$ cat src/rtl/sip_pkg.sv
`timescale 1ns / 1ps

package sip_pkg;

   localparam int COORD_BITS = 24;
   localparam int DIFF_BITS  = COORD_BITS + 1;
   localparam int PROD_BITS  = 2 * DIFF_BITS;
   localparam int CROSS_BITS = PROD_BITS + 2;
   localparam int REM_BITS   = CROSS_BITS + 2;
   localparam int QUOT_BITS  = DIFF_BITS + 1;
   localparam int CELL_COUNT = DIFF_BITS;

   typedef struct packed {
      logic signed [COORD_BITS-1:0] a_start_x;
      logic signed [COORD_BITS-1:0] a_start_y;
      logic signed [COORD_BITS-1:0] a_end_x;
      logic signed [COORD_BITS-1:0] a_end_y;
      logic signed [COORD_BITS-1:0] b_start_x;
      logic signed [COORD_BITS-1:0] b_start_y;
      logic signed [COORD_BITS-1:0] b_end_x;
      logic signed [COORD_BITS-1:0] b_end_y;
   } req_type;

   typedef struct packed {
      logic                         hit;
      logic signed [COORD_BITS-1:0] cross_x;
      logic signed [COORD_BITS-1:0] cross_y;
   } rsp_type;

   typedef struct packed {
      logic                         valid;
      logic                         hit;
      logic                         neg_x;
      logic                         neg_y;
      logic [DIFF_BITS-1:0]         mag_x;
      logic [DIFF_BITS-1:0]         mag_y;
      logic [CROSS_BITS-1:0]        num;
      logic [CROSS_BITS-1:0]        den;
      logic signed [COORD_BITS-1:0] ax1;
      logic signed [COORD_BITS-1:0] ay1;
      logic [REM_BITS-1:0]          rem_x;
      logic [REM_BITS-1:0]          rem_y;
      logic [QUOT_BITS-1:0]         quot_x;
      logic [QUOT_BITS-1:0]         quot_y;
   } cell_type;

endpackage

$ cat src/rtl/sip_cell.sv
`timescale 1ns / 1ps

module sip_cell (
   input  logic              clock,
   input  logic              reset,
   input  sip_pkg::cell_type in_cell,
   output sip_pkg::cell_type out_cell
);
   import sip_pkg::*;

   cell_type cell_ff, cell_in;

   function automatic logic [REM_BITS+QUOT_BITS-1:0] div_step(
      input logic [REM_BITS-1:0]   rem,
      input logic [QUOT_BITS-1:0]  quot,
      input logic                  bit_in,
      input logic [CROSS_BITS-1:0] num,
      input logic [CROSS_BITS-1:0] den);
      logic [REM_BITS-1:0]  t;
      logic [REM_BITS-1:0]  d1;
      logic [REM_BITS-1:0]  d2;
      logic [QUOT_BITS-1:0] q;
      t  = {rem[REM_BITS-2:0], 1'b0} + (bit_in ? REM_BITS'(num) : '0);
      d1 = REM_BITS'(den);
      d2 = {d1[REM_BITS-2:0], 1'b0};
      q  = {quot[QUOT_BITS-2:0], 1'b0};
      if (t >= d2) begin
         t = t - d2;
         q = q + QUOT_BITS'(2);
      end else if (t >= d1) begin
         t = t - d1;
         q = q + QUOT_BITS'(1);
      end
      return {t, q};
   endfunction

   always_comb begin
      cell_in = in_cell;
      {cell_in.rem_x, cell_in.quot_x} = div_step(in_cell.rem_x, in_cell.quot_x,
         in_cell.mag_x[DIFF_BITS-1], in_cell.num, in_cell.den);
      {cell_in.rem_y, cell_in.quot_y} = div_step(in_cell.rem_y, in_cell.quot_y,
         in_cell.mag_y[DIFF_BITS-1], in_cell.num, in_cell.den);
      cell_in.mag_x = {in_cell.mag_x[DIFF_BITS-2:0], 1'b0};
      cell_in.mag_y = {in_cell.mag_y[DIFF_BITS-2:0], 1'b0};
   end

   always_ff @(posedge clock) begin
      if (reset) begin
         cell_ff.valid <= 1'b0;
      end else begin
         cell_ff.valid <= cell_in.valid;
      end
      cell_ff.hit    <= cell_in.hit;
      cell_ff.neg_x  <= cell_in.neg_x;
      cell_ff.neg_y  <= cell_in.neg_y;
      cell_ff.mag_x  <= cell_in.mag_x;
      cell_ff.mag_y  <= cell_in.mag_y;
      cell_ff.num    <= cell_in.num;
      cell_ff.den    <= cell_in.den;
      cell_ff.ax1    <= cell_in.ax1;
      cell_ff.ay1    <= cell_in.ay1;
      cell_ff.rem_x  <= cell_in.rem_x;
      cell_ff.rem_y  <= cell_in.rem_y;
      cell_ff.quot_x <= cell_in.quot_x;
      cell_ff.quot_y <= cell_in.quot_y;
   end

   assign out_cell = cell_ff;

endmodule

$ cat config.mk
export PLATFORM = sky130hd
export DESIGN_NAME = sip_cell
export DESIGN_NICKNAME = d
export VERILOG_FILES = /design/src/rtl/sip_pkg.sv /design/src/rtl/sip_cell.sv
export SDC_FILE = /design/constraint.sdc
export NUM_CORES = 1
export LEC_CHECK = 0
export BUFFER_PORTS_ARGS = -buffer_cell sky130_fd_sc_hd__buf_2
export CAP_MARGIN = 20
export CORE_MARGIN = 2
export CORE_UTILIZATION = 29
export DETAILED_ROUTE_END_ITERATION = 10
export HOLD_SLACK_MARGIN = 0.08
export PLACE_DENSITY_LB_ADDON = 0.1
export SETUP_SLACK_MARGIN = 0.3
export SLEW_MARGIN = 20
export SYNTH_ARGS = -nofsm -noshare
export SYNTH_HDL_FRONTEND = slang
export SYNTH_SLANG_ARGS = --single-unit
$ cat constraint.sdc
create_clock -name clock -period 6.5 [get_ports clock]
set_input_delay 0.325 -clock clock [delete_from_list [all_inputs] [get_ports clock]]
set_output_delay 0.325 -clock clock [all_outputs]
set_load 0.01 [all_outputs]
Word-level counts from Yosys, hierarchy flattened --
Index checks and enable logic that the tools add are counted.
Word-level totals: register bits 364
Operators by class: add/sub/neg operators 10, mux-type cells 10, magnitude comparators 4
Operator list (number):
- 54-bit two-way mux | 4
- 54-bit by 52-bit adder with 54-bit output | 2
- 54-bit by 52-bit greater-or-equal comparator with 1-bit output | 2
- 54-bit by 53-bit greater-or-equal comparator with 1-bit output | 2
- 54-bit by 52-bit subtractor with 54-bit output | 2
- 54-bit by 53-bit subtractor with 54-bit output | 2
- 26-bit two-way mux | 4
- 52-bit two-way mux | 2
- 26-bit by 1-bit adder with 26-bit output (second input constant) | 2
- 26-bit by 2-bit adder with 26-bit output (second input constant) | 2

Depth between registers and ports, before layout --
Gate-level depths: netlist of run 1.
depth after elaboration 5, gate-level depth with buffers 28, mapped depth without buffers 25

Least setup slack after synthesis of run 1 --
Ideal clock, no wire load.
path type input to register, start input in_cell[361] (netlist bit), end register cell_ff (netlist bit out_cell[141]), data arrival time 5.472 ns, path buffers 4, library setup time 0.145 ns, required time 6.355 ns, slack 0.883 ns, stages on the path 26, path through clkbuf_1 and2_1 ha_1 a21o_1 a21o_1 a221o_1 or4b_1 and2_1 a21o_1 a21oi_1 xnor2_1 ha_1 clkbuf_1 a21o_1 a21o_1 a21o_1 a21o_1 a21oi_1 o21ai_2 a31oi_1 a31oi_1 a211o_1 buf_2 buf_6 nor3_1 a311oi_2
RTL lines:
- start, declared | line sip_cell.sv:6 | input sip_pkg::cell_type in_cell,
- end, declared | line sip_cell.sv:11 | cell_type cell_ff, cell_in;

==> impl_results.md, run 1 <==
* DRC viols at 0
* Final min period at 6060 ps
* Number of port buffers at 727
* CTS root buffer: clkbuf_16
* Post-Syn Instances at 3598
* Seq/Total Area, Yosys at 25.1%
* Pwr dens at 290 mW/mm²
* Placement Rows at 116
* EDFF count, synth at 0
* Share of layout cells above drive strength 1 at 27.0%
* Footprint of the multi-input gates at 0.0208 mm²
* Num CTS Buffers at 46
* Arrival time worst endpoint at 6570 ps
* Biggest cell delay along the critical path at 470 ps
* Highest clock rate at 0.165 GHz
* Final setup viols at 0
* Aggregate global routing overflow at 0
* Leakage power at 20.4 nW
* Starting DRT DRC Count at 1967
* Fin nets at 5657
* Max-cap violations at 0
* IO Count at 734
* Pin count of the biggest net entering global routing at 39
* Worst slew margin at 45.8%
* Worst-margin pin slew at 812 ps
* Avg WL per Cell at 22.4 µm
* CTS tree: done
* Initial antenna violation count at 17
* Setup tns final at 0 ps
* WP depth at 30
* Yosys reg bits at 364
* Max reg flops at 364
* Worst path buffer plus inverter count at 7
* Register Area at 0.00729 mm²
* Hold crit path type: input port to flop
* Longest Clk Path Bufs at 3
* Required @ worst endpoint at 7010 ps
* Area growth syn-to-layout at 43.7%
* Crit Path Max Fanout at 20
* Worst hold path depth at 4
* Max-slew violation count at 0
* Cell Area, Synth at 0.0291 mm²
* Starting density of the core at 29.2%
* DP Worst Slack at -508 ps
* Async S/R FF share, synth at 0%
* CP max stage cell: o41a_1
* VDD IR max at 0.000193 V
* Routed vias/inst at 5.15
* Outcome: completed
* Syn_area_per_cell at 8.08 µm²
* HPWL Detailed at 118 mm
* RSZ-0062 raised after global routing: yes
* Vias in the first global route at 31900
* Final hold violations at 0
* Hold WS at 280 ps
* Fill cells at 10300
* Ys flop type: dfxtp_1
* Final core utilization at 41.9%
* Setup CP Type: input port to flop
* GRT Overall Usage at 26.0%
* First-pass GRT wire length at 200 mm
* Yosys synthesis warning count at 0
* Number of iterations in the first detailed-routing pass at 8
* Critical Path Source Type: input port
* PnR worst setup slack at 437 ps
* Routed WL at 141 mm
* Full die area at 0.103 mm²
* Clk pin slew, worst setup/hold paths at 60 ps
* ANT nets after route at 0
* Die width at 321 µm
* Die height at 321 µm
* Cell variety after synth at 89
* H-tree lvl count at 2
* Via Count at 32500
* Final period util at 93.3%
* Core box area at 0.0997 mm²
* Crit. End Element: flop
* Crit path max-delay family: compound AO/OA/AOI/OAI gates
* CTS sink count at 364
* Critical Path Most Common Cell: buf_4
* Placer Congestion at 0.960
-- report_power, final --
| group | internal [W] | leakage (nW) | total, W | switching [W] |
|---|---|---|---|---|
| logic | 0.00290 | 16.6 | 0.00660 | 0.00370 |
| clock network | 0.00152 | 0.729 | 0.00262 | 0.00110 |
| registers | 0.00267 | 3.07 | 0.00290 | 0.000230 |
| total | 0.00709 | 20.4 | 0.0121 | 0.00503 |
-- layer usage --
layer  vias up  track usage [%]  part of all wire (%)
met2      1074             44.9                    47
li1      15900                -                     -
met3       161             3.07                   5.1
met5         -                0                     0
met1     15400             33.6                    44
met4         0             8.27                   3.3
-- tightest hold or removal path, cell delays in order --
cell and delay, ps:
buf_2 120, o31ai_1 100, nand2_1 160, o31a_1 160
-- per-stage QoR --
step                      total power [W]  cells  cell area [µm²]
after floorplan                   0.00662   3599            29100
after global routing               0.0129   6307            41800
after CTS                          0.0121   6287            41400
after detailed placement          0.00929   5948            37300
final                              0.0121   6310            41800
after global placement            0.00935   5948            37300
-- worst paths after layout --
path | from | endpoint
worst max-delay path | in_cell[336] | out_cell[80]
worst min-delay path | in_cell[104] | out_cell[105]
-- cell families after synthesis --
kind of cell               synth area share (%)
and+or+nand+nor                            17.8
muxes                                      3.83
xor gates and xnor gates                   9.91
other                                    0.0129
adders and majority gates                  13.8
AOI/OAI and AO/OA                          25.3
DFF                                        25.1
buffers and inverters                      4.21
-- cell type report --
type                            count  share of cell area [%]
Multi-Input combinational cell   2939                    49.7
Timing Repair Buffer             1451                    23.8
Sequential cell                   364                    17.4
Tap cell                         1298                    3.89
Clock buffer                       57                    2.97
Inverter                          169                    1.52
Clock inverter                     22                   0.641
Antenna cell                       10                  0.0599
-- synth_stat cells, types with 74 or more instances --
cell      number  share of area [%]
nand3_1      102                1.8
clkbuf_1      96                1.2
o21ai_0      177                3.0
nor3_1        74                1.3
mux2i_1      109                3.8
a21oi_1      351                6.0
nor2_1       201                2.6
nand2_1      285                3.7
ha_1         312                 13
dfxtp_1      364                 25
xnor2_1      209                6.3
xor2_1       120                3.6
and2_1       125                2.7
inv_1        169                2.2
a21o_1       166                4.3
-- cells in the final DEF (no fill, tap or decap), types with 125 or more instances in the layout --
master / synthesis / routed
a21o_1: 166 / 166
a21oi_1: 351 / 348
and2_1: 125 / 125
buf_2: 18 / 726
buf_4: 5 / 449
dfxtp_1: 364 / 364
dlygate4sd3_1: 0 / 260
ha_1: 312 / 308
inv_1: 169 / 169
nand2_1: 285 / 285
nor2_1: 201 / 200
o21ai_0: 177 / 172
xnor2_1: 209 / 207
-- timing repair --
item	4_1_cts	5_1_grt
endpoints found under the hold margin	255	0
gates cloned	0	4
pin swaps	0	15
buffers inserted	0	9
resized for setup	1	34
hold buffers	260	0
endpoints found under the setup margin	48	138
Note: power is estimated with default switching activity, not from simulation.
==> inputs of run 2 (changes only) <==
--- a/config.mk
+++ b/config.mk
@@ -7,6 +7,8 @@
 export LEC_CHECK = 0
 export BUFFER_PORTS_ARGS = -buffer_cell sky130_fd_sc_hd__buf_2
 export CAP_MARGIN = 20
+export CELL_PAD_IN_SITES_DETAIL_PLACEMENT = 1
+export CELL_PAD_IN_SITES_GLOBAL_PLACEMENT = 1
 export CORE_MARGIN = 2
 export CORE_UTILIZATION = 29
 export DETAILED_ROUTE_END_ITERATION = 10
==> run 2 against run 1 <==
Total power is 2.3% higher. Sequential power about the same. Highest routed layer is now met5. Sequential share of layout area rose by 0.053 points. Largest cell class unchanged. Hold slack got worse by 72 ps.
==> impl_results.md, run 2 (synthesis results as in run 1) <==
* Final period util at 91.8% (-1.5 points)
* HPWL Detailed at 124 mm (+4.7%)
* Avg WL per Cell at 23.8 µm (+6.5%)
* Share of layout cells above drive strength 1 at 26.8% (-0.19 points)
* Met3 wire len at 6.82 mm (-4.9%)
* Area growth syn-to-layout at 43.2%
* RSZ-0062 raised after global routing: no
* Die height at 321 µm (unchanged)
* Required @ worst endpoint at 6990 ps (-20 ps)
* Final hold violations at 0 (unchanged)
* Met2 WL at 70.7 mm (+5.6%)
* Setup CP Type: input port to flop
* Arrival time worst endpoint at 6460 ps (-110 ps)
* Clk pin slew, worst setup/hold paths at 70 ps (about the same)
* Top layer in use: met5
* Leakage power at 20.3 nW (-0.47%)
* Critical Path Most Common Cell: buf_4
* Aggregate global routing overflow at 0 (unchanged)
* PnR Total Power at 0.0124 W (+2.3%)
* Full die area at 0.103 mm² (unchanged)
* Highest clock rate at 0.168 GHz (+1.6%)
* Via Count at 32700 (+0.66%)
* PnR worst setup slack at 532 ps (+95.6 ps)
* Biggest cell delay along the critical path at 540 ps (+70 ps)
* Fin nets at 5620 (-0.65%)
* VDD IR max at 0.000186 V (-3.8%)
* Max-slew violation count at 0 (unchanged)
* Placement Rows at 116 (unchanged)
* Num CTS Buffers at 47 (+2.2%)
* Placer Congestion at 0.936 (-2.5%)
* Final min period at 5970 ps (-95.6 ps)
* Crit Path Max Fanout at 11 (-45%)
* Worst slew margin at 48.2% (+2.4 points)
* DP Worst Slack at -373 ps (+135 ps)
* DRC viols at 0 (unchanged)
* IO Count at 734 (unchanged)
* Worst-margin pin slew at 777 ps (-35.4 ps)
* Longest Clk Path Bufs at 3 (unchanged)
* Initial antenna violation count at 24 (+7)
* Max-cap violations at 0 (unchanged)
* Layout Cells excl Fill at 6283 (-0.43%)
* # placed instances at 5921 (-0.45%)
* Critical Path Source Type: input port
* ANT nets after route at 0 (unchanged)
* Hold WS at 208 ps (-71.9 ps)
* Outcome: completed
* Metal-1 WL at 66.2 mm (+6.1%)
* H-tree lvl count at 2 (unchanged)
* First-pass GRT wire length at 216 mm (+7.8%)
* Final setup viols at 0 (unchanged)
* Routed WL at 150 mm (+6.0%)
* GRT Overall Usage at 27.9% (+1.9 points)
* Starting DRT DRC Count at 1970 (+0.15%)
* Crit. End Element: flop
* Die width at 321 µm (unchanged)
* CTS tree: done
* Most frequent cells in the layout: buf_2, buf_4, dfxtp_1, a21oi_1, ha_1
* Pin count of the biggest net entering global routing at 46 (+18%)
* CTS root buffer: clkbuf_16
* Number of iterations in the first detailed-routing pass at 5 (-3)
* Core box area at 0.0997 mm² (unchanged)
* Starting density of the core at 29.2% (unchanged)
* Max reg flops at 364 (unchanged)
* Number of port buffers at 727 (unchanged)
* Most common cell after layout, fill and taps aside: buf_2
* Routed vias/inst at 5.20 (+1.1%)
* Pwr dens at 298 mW/mm² (+2.7%)
* CTS sink count at 364 (unchanged)
* CP max stage cell: dlygate4sd3_1
* Hold crit path type: input port to flop
* Vias in the first global route at 34100 (+7.0%)
run 2: cell types whose count changed in the layout (fill, tap and decap cells not counted), sizes merged, moves of 3 or more:
cell	previous run	this run
buf	1188	1157
bufinv	4	7
dlygate4sd3	260	255
diode	10	15
run 2: through the flow:
step / TNS [ps] / cell area (µm²) / util, %
final: 0 / 41700 / 41.8
after floorplan: 0 / 29100 / -
after global routing: 0 / 41600 / 41.8
after global placement: -25770 / 37100 / 37.3
after detailed placement: -28850 / 37100 / 37.3
after CTS: 0 / 41400 / 41.5
run 2: area by class of cell:
type,instances,area (µm²)
timing repair buffer,1414,9620
clock buffer,58,1310
tap,1298,1620
multi-input combinational,2938,20800
sequential,364,7290
inverter,169,634
clock inverter,27,350
antenna,15,37.5
fill,12100,58100
run 2: routing by layer:
layer	up-vias	track usage [%]
met5	-	0
met4	8	10.3
met3	204	3.50
met2	872	47.8
met1	15800	35.5
li1	15800	-
run 2: critical path: cells and delay by family:
kind / cells / cell delay (ps)
AO/OA/AOI/OAI: 11 / 2290
XOR/XNOR: 1 / 100
adder cells (fa/ha/maj): 2 / 740
buffers and inverters: 6 / 1360
multiplexers: 1 / 300
AND/OR/NAND/NOR: 8 / 1340
run 2: repair_timing:
item,in CTS,in global routing
pin swaps,0,11
hold endpoints to repair,254,0
resized for setup,1,40
buffers inserted,0,6
endpoints found under the setup margin,4,159
gates cloned,0,1
hold buffers,255,0
run 2: final timing paths:
kind	from	end	slack (ps)	cells after the start
max	in_cell[265]	out_cell[80]	530	29
min	in_cell[361]	out_cell[106]	210	4
run 2: report_power, final:
group	leakage [nW]	internal, W	switching [W]
sequential	3.07	0.00267	0.000231
clock	0.810	0.00172	0.00114
combinational	16.4	0.00287	0.00377
total	20.3	0.00726	0.00514
==> inputs of run 3 (changes only) <==
--- a/config.mk
+++ b/config.mk
@@ -5,6 +5,7 @@
 export SDC_FILE = /design/constraint.sdc
 export NUM_CORES = 1
 export LEC_CHECK = 0
+export ABC_AREA = 1
 export BUFFER_PORTS_ARGS = -buffer_cell sky130_fd_sc_hd__buf_2
 export CAP_MARGIN = 20
 export CELL_PAD_IN_SITES_DETAIL_PLACEMENT = 1
==> run 3 against run 2 <==
Setup slack gained 22 ps. Largest power group unchanged. Sequential share of layout area shrank 1.1 points. Clock power grew 1%. Total power grew 6.3%. Largest cell class unchanged. Critical path type unchanged. Sequential cell count is the same.
==> impl_results.md, run 3 <==
* Outcome: completed
* Most common cell after layout, fill and taps aside: nand2_1
* Seq/Total Area, Yosys at 21.5% (-3.5 points)
* Ys flop type: dfxtp_1
* Area growth syn-to-layout at 31.3%
* Hold crit path type: input port to flop
* Setup tns final at 0 ps (unchanged)
* Final hold violations at 0 (unchanged)
* EDFF count, synth at 0 (unchanged)
* ANT nets after route at 0 (unchanged)
* GRT Overall Usage at 34.4% (+6.5 points)
* Starting DRT DRC Count at 2854 (+45%)
* DRC viols at 0 (unchanged)
* Die width at 346 µm (+7.8%)
* Adder-Cell Fraction of Synth Area at 11.9% (-1.9 points)
* Aggregate global routing overflow at 0 (unchanged)
* Top cells by area, synth: dfxtp_1, nand2_1, ha_1
* # placed instances at 7873 (+33%)
* Cell Area, Synth at 0.0339 mm² (+16%)
* Routed vias/inst at 5.11 (-1.7%)
* Starting density of the core at 29.2% (about the same)
* Leakage power at 23.2 nW (+14%)
* PnR worst setup slack at 554 ps (+22.0 ps)
* Syn_area_per_cell at 6.09 µm² (-25%)
* Largest family of logic cells by synthesized area: simple AND/OR/NAND/NOR gates
* Longest Clk Path Bufs at 3 (unchanged)
* Synth Area in Simple Gates at 32.5% (+15 points)
* IO Count at 734 (unchanged)
* Async S/R FF share, synth at 0% (unchanged)
* CTS root buffer: clkbuf_16
* CTS sink count at 364 (unchanged)
* Worst path buffer plus inverter count at 9 (+3)
* Mux share of post-synthesis cell area at 0% (-3.8 points)
* Yosys synthesis warning count at 0 (unchanged)
* First-pass GRT wire length at 299 mm (+38%)
* Commonest cells in the netlist: nand2_1, inv_1, nor2_1
* Number of iterations in the first detailed-routing pass at 7 (+2)
* H-tree lvl count at 2 (unchanged)
* Pin count of the biggest net entering global routing at 51 (+11%)
* Worst slew margin at 30.3% (-18 points)
* Final period util at 91.5% (-0.34 points)
* DP Worst Slack at 191 ps (+564 ps)
* Post-Syn Instances at 5560 (+55%)
* Biggest cell delay along the critical path at 570 ps (+30 ps)
* Hold_sp: in_cell[33]
* Die height at 346 µm (+7.8%)
* Cell taking the most area after synthesis: dfxtp_1
* Arrival time worst endpoint at 6450 ps (about the same)
* Critical Path Most Common Cell: nand2_1
* Pwr dens at 297 mW/mm² (-0.39%)
* Avg WL per Cell at 25.9 µm (+8.7%)
* Most frequent cells in the layout: nand2_1, inv_1, buf_2, nor2_1, a21oi_1
* Required @ worst endpoint at 7010 ps (+20 ps)
* Worst hold path depth at 3 (-1)
* Number of port buffers at 727 (unchanged)
* Via Count at 42100 (+29%)
* HPWL Detailed at 184 mm (+49%)
* Most instantiated library cell after synthesis: nand2_1
* CTS tree: done
* Placement Rows at 125 (+7.8%)
* Worst-margin pin slew at 1040 ps (+266 ps)
* Final setup viols at 0 (unchanged)
* Full die area at 0.119 mm² (+16%)
* Critical Path Source Type: input port
* WP depth at 33 (+14%)
* Num CTS Buffers at 45 (-4.3%)
* Yosys reg bits at 364 (unchanged)
* CP startpoint: in_cell[270]
* Final min period at 5950 ps (-22.0 ps)
* Setup CP Type: input port to flop
* Highest clock rate at 0.168 GHz (+0.37%)
* Core box area at 0.116 mm² (+16%)
* Top cell type's share of synthesized area at 21.5% (-3.5 points)
* Cell variety after synth at 53 (-40%)
* Fin nets at 7343 (+31%)
* Max reg flops at 364 (unchanged)
* Crit. End Element: flop
* Clk pin slew, worst setup/hold paths at 60 ps (about the same)
* Initial antenna violation count at 15 (-38%)
* CP max stage cell: dlygate4sd3_1
* VDD IR max at 0.000214 V (+15%)
* Xor/xnor cell area share of the yosys netlist at 7.89% (-2.0 points)
* Vias in the first global route at 42900 (+26%)
* Share of layout cells above drive strength 1 at 14.6% (-12 points)
* Routed WL at 213 mm (+42%)
* Compound-gate portion of the synthesized area at 15.3% (-10 points)
* Layout Cells excl Fill at 8228 (+31%)
* RSZ-0062 raised after global routing: no
* Crit Path Max Fanout at 33 (+22)
* Placer Congestion at 1.01 (+7.5%)
* Crit path max-delay family: simple AND/OR/NAND/NOR gates
* Max-cap violations at 0 (unchanged)
* Max-slew violation count at 0 (unchanged)
run 3: cell types whose count changed in the layout (fill, tap and decap cells not counted), moves of 92 or more:
| cell | before | now |
|---|---|---|
| inv_1 | 169 | 885 |
| o21ai_0 | 174 | 296 |
| xor2_1 | 119 | 211 |
| mux2i_1 | 106 | 0 |
| and2_1 | 125 | 3 |
| nand2_1 | 284 | 1498 |
| buf_4 | 418 | 116 |
| nand3_1 | 102 | 371 |
| xnor2_1 | 208 | 91 |
| nor2_1 | 200 | 616 |
| a21o_1 | 166 | 49 |
run 3: cell families after synthesis:
kind of cell / Yosys count
AO/OA/AOI/OAI: 938
adder cells (fa/ha/maj): 318
flip-flops: 364
AND/OR/NAND/NOR: 2680
buffers and inverters: 954
XOR/XNOR: 305
other: 1
run 3: area by class of cell:
type                       instances  area [µm²]
fill                           15400       71600
antenna                           11        27.5
clock buffer                      57        1250
inverter                         893        3350
sequential                       364        7290
clock inverter                    26         429
multi-input combinational       4244       22900
tap                             1524        1910
timing repair buffer            1109        7260
run 3: path summary, 6_finish.rpt:
check	end	slack [ps]
max	out_cell[20]	550
min	out_cell[34]	110
run 3: metal layers:
metal  wire, µm  track usage [%]
met5         19                0
met1      92000             43.9
met2      94700             55.8
met3      12800             4.87
met4      13700             18.8
run 3: worst min-delay path: stages:
cell and delay [ps]:
buf_2 100, inv_1 90, o21ai_1 180
run 3: repair_timing:
action                                 4_1_cts  5_1_grt
endpoints found under the hold margin      253        1
hold buffers                               256        1
setup endpoints to repair                    0        4
gates resized for setup                      0       14
setup buffers                                0        3
run 3: stage by stage:
step / cell area (µm²) / utilization, % / total power, W / hold slack, ps
floorplan: 33900 / - / 0.00680 / 353
detailed placement: 40100 / 34.5 / 0.00999 / 429
finish: 44500 / 38.3 / 0.0132 / 109
global route: 44400 / 38.3 / 0.0139 / 90.4
global placement: 40100 / 34.5 / 0.00996 / 428
CTS: 44300 / 38.2 / 0.0131 / 85.0
run 3: where the power goes:
part           total, W  switching, W  leakage, nW  internal [W]
clock           0.00290       0.00116        0.817       0.00174
combinational   0.00743       0.00507         19.3       0.00235
sequential      0.00286      0.000182         3.07       0.00268
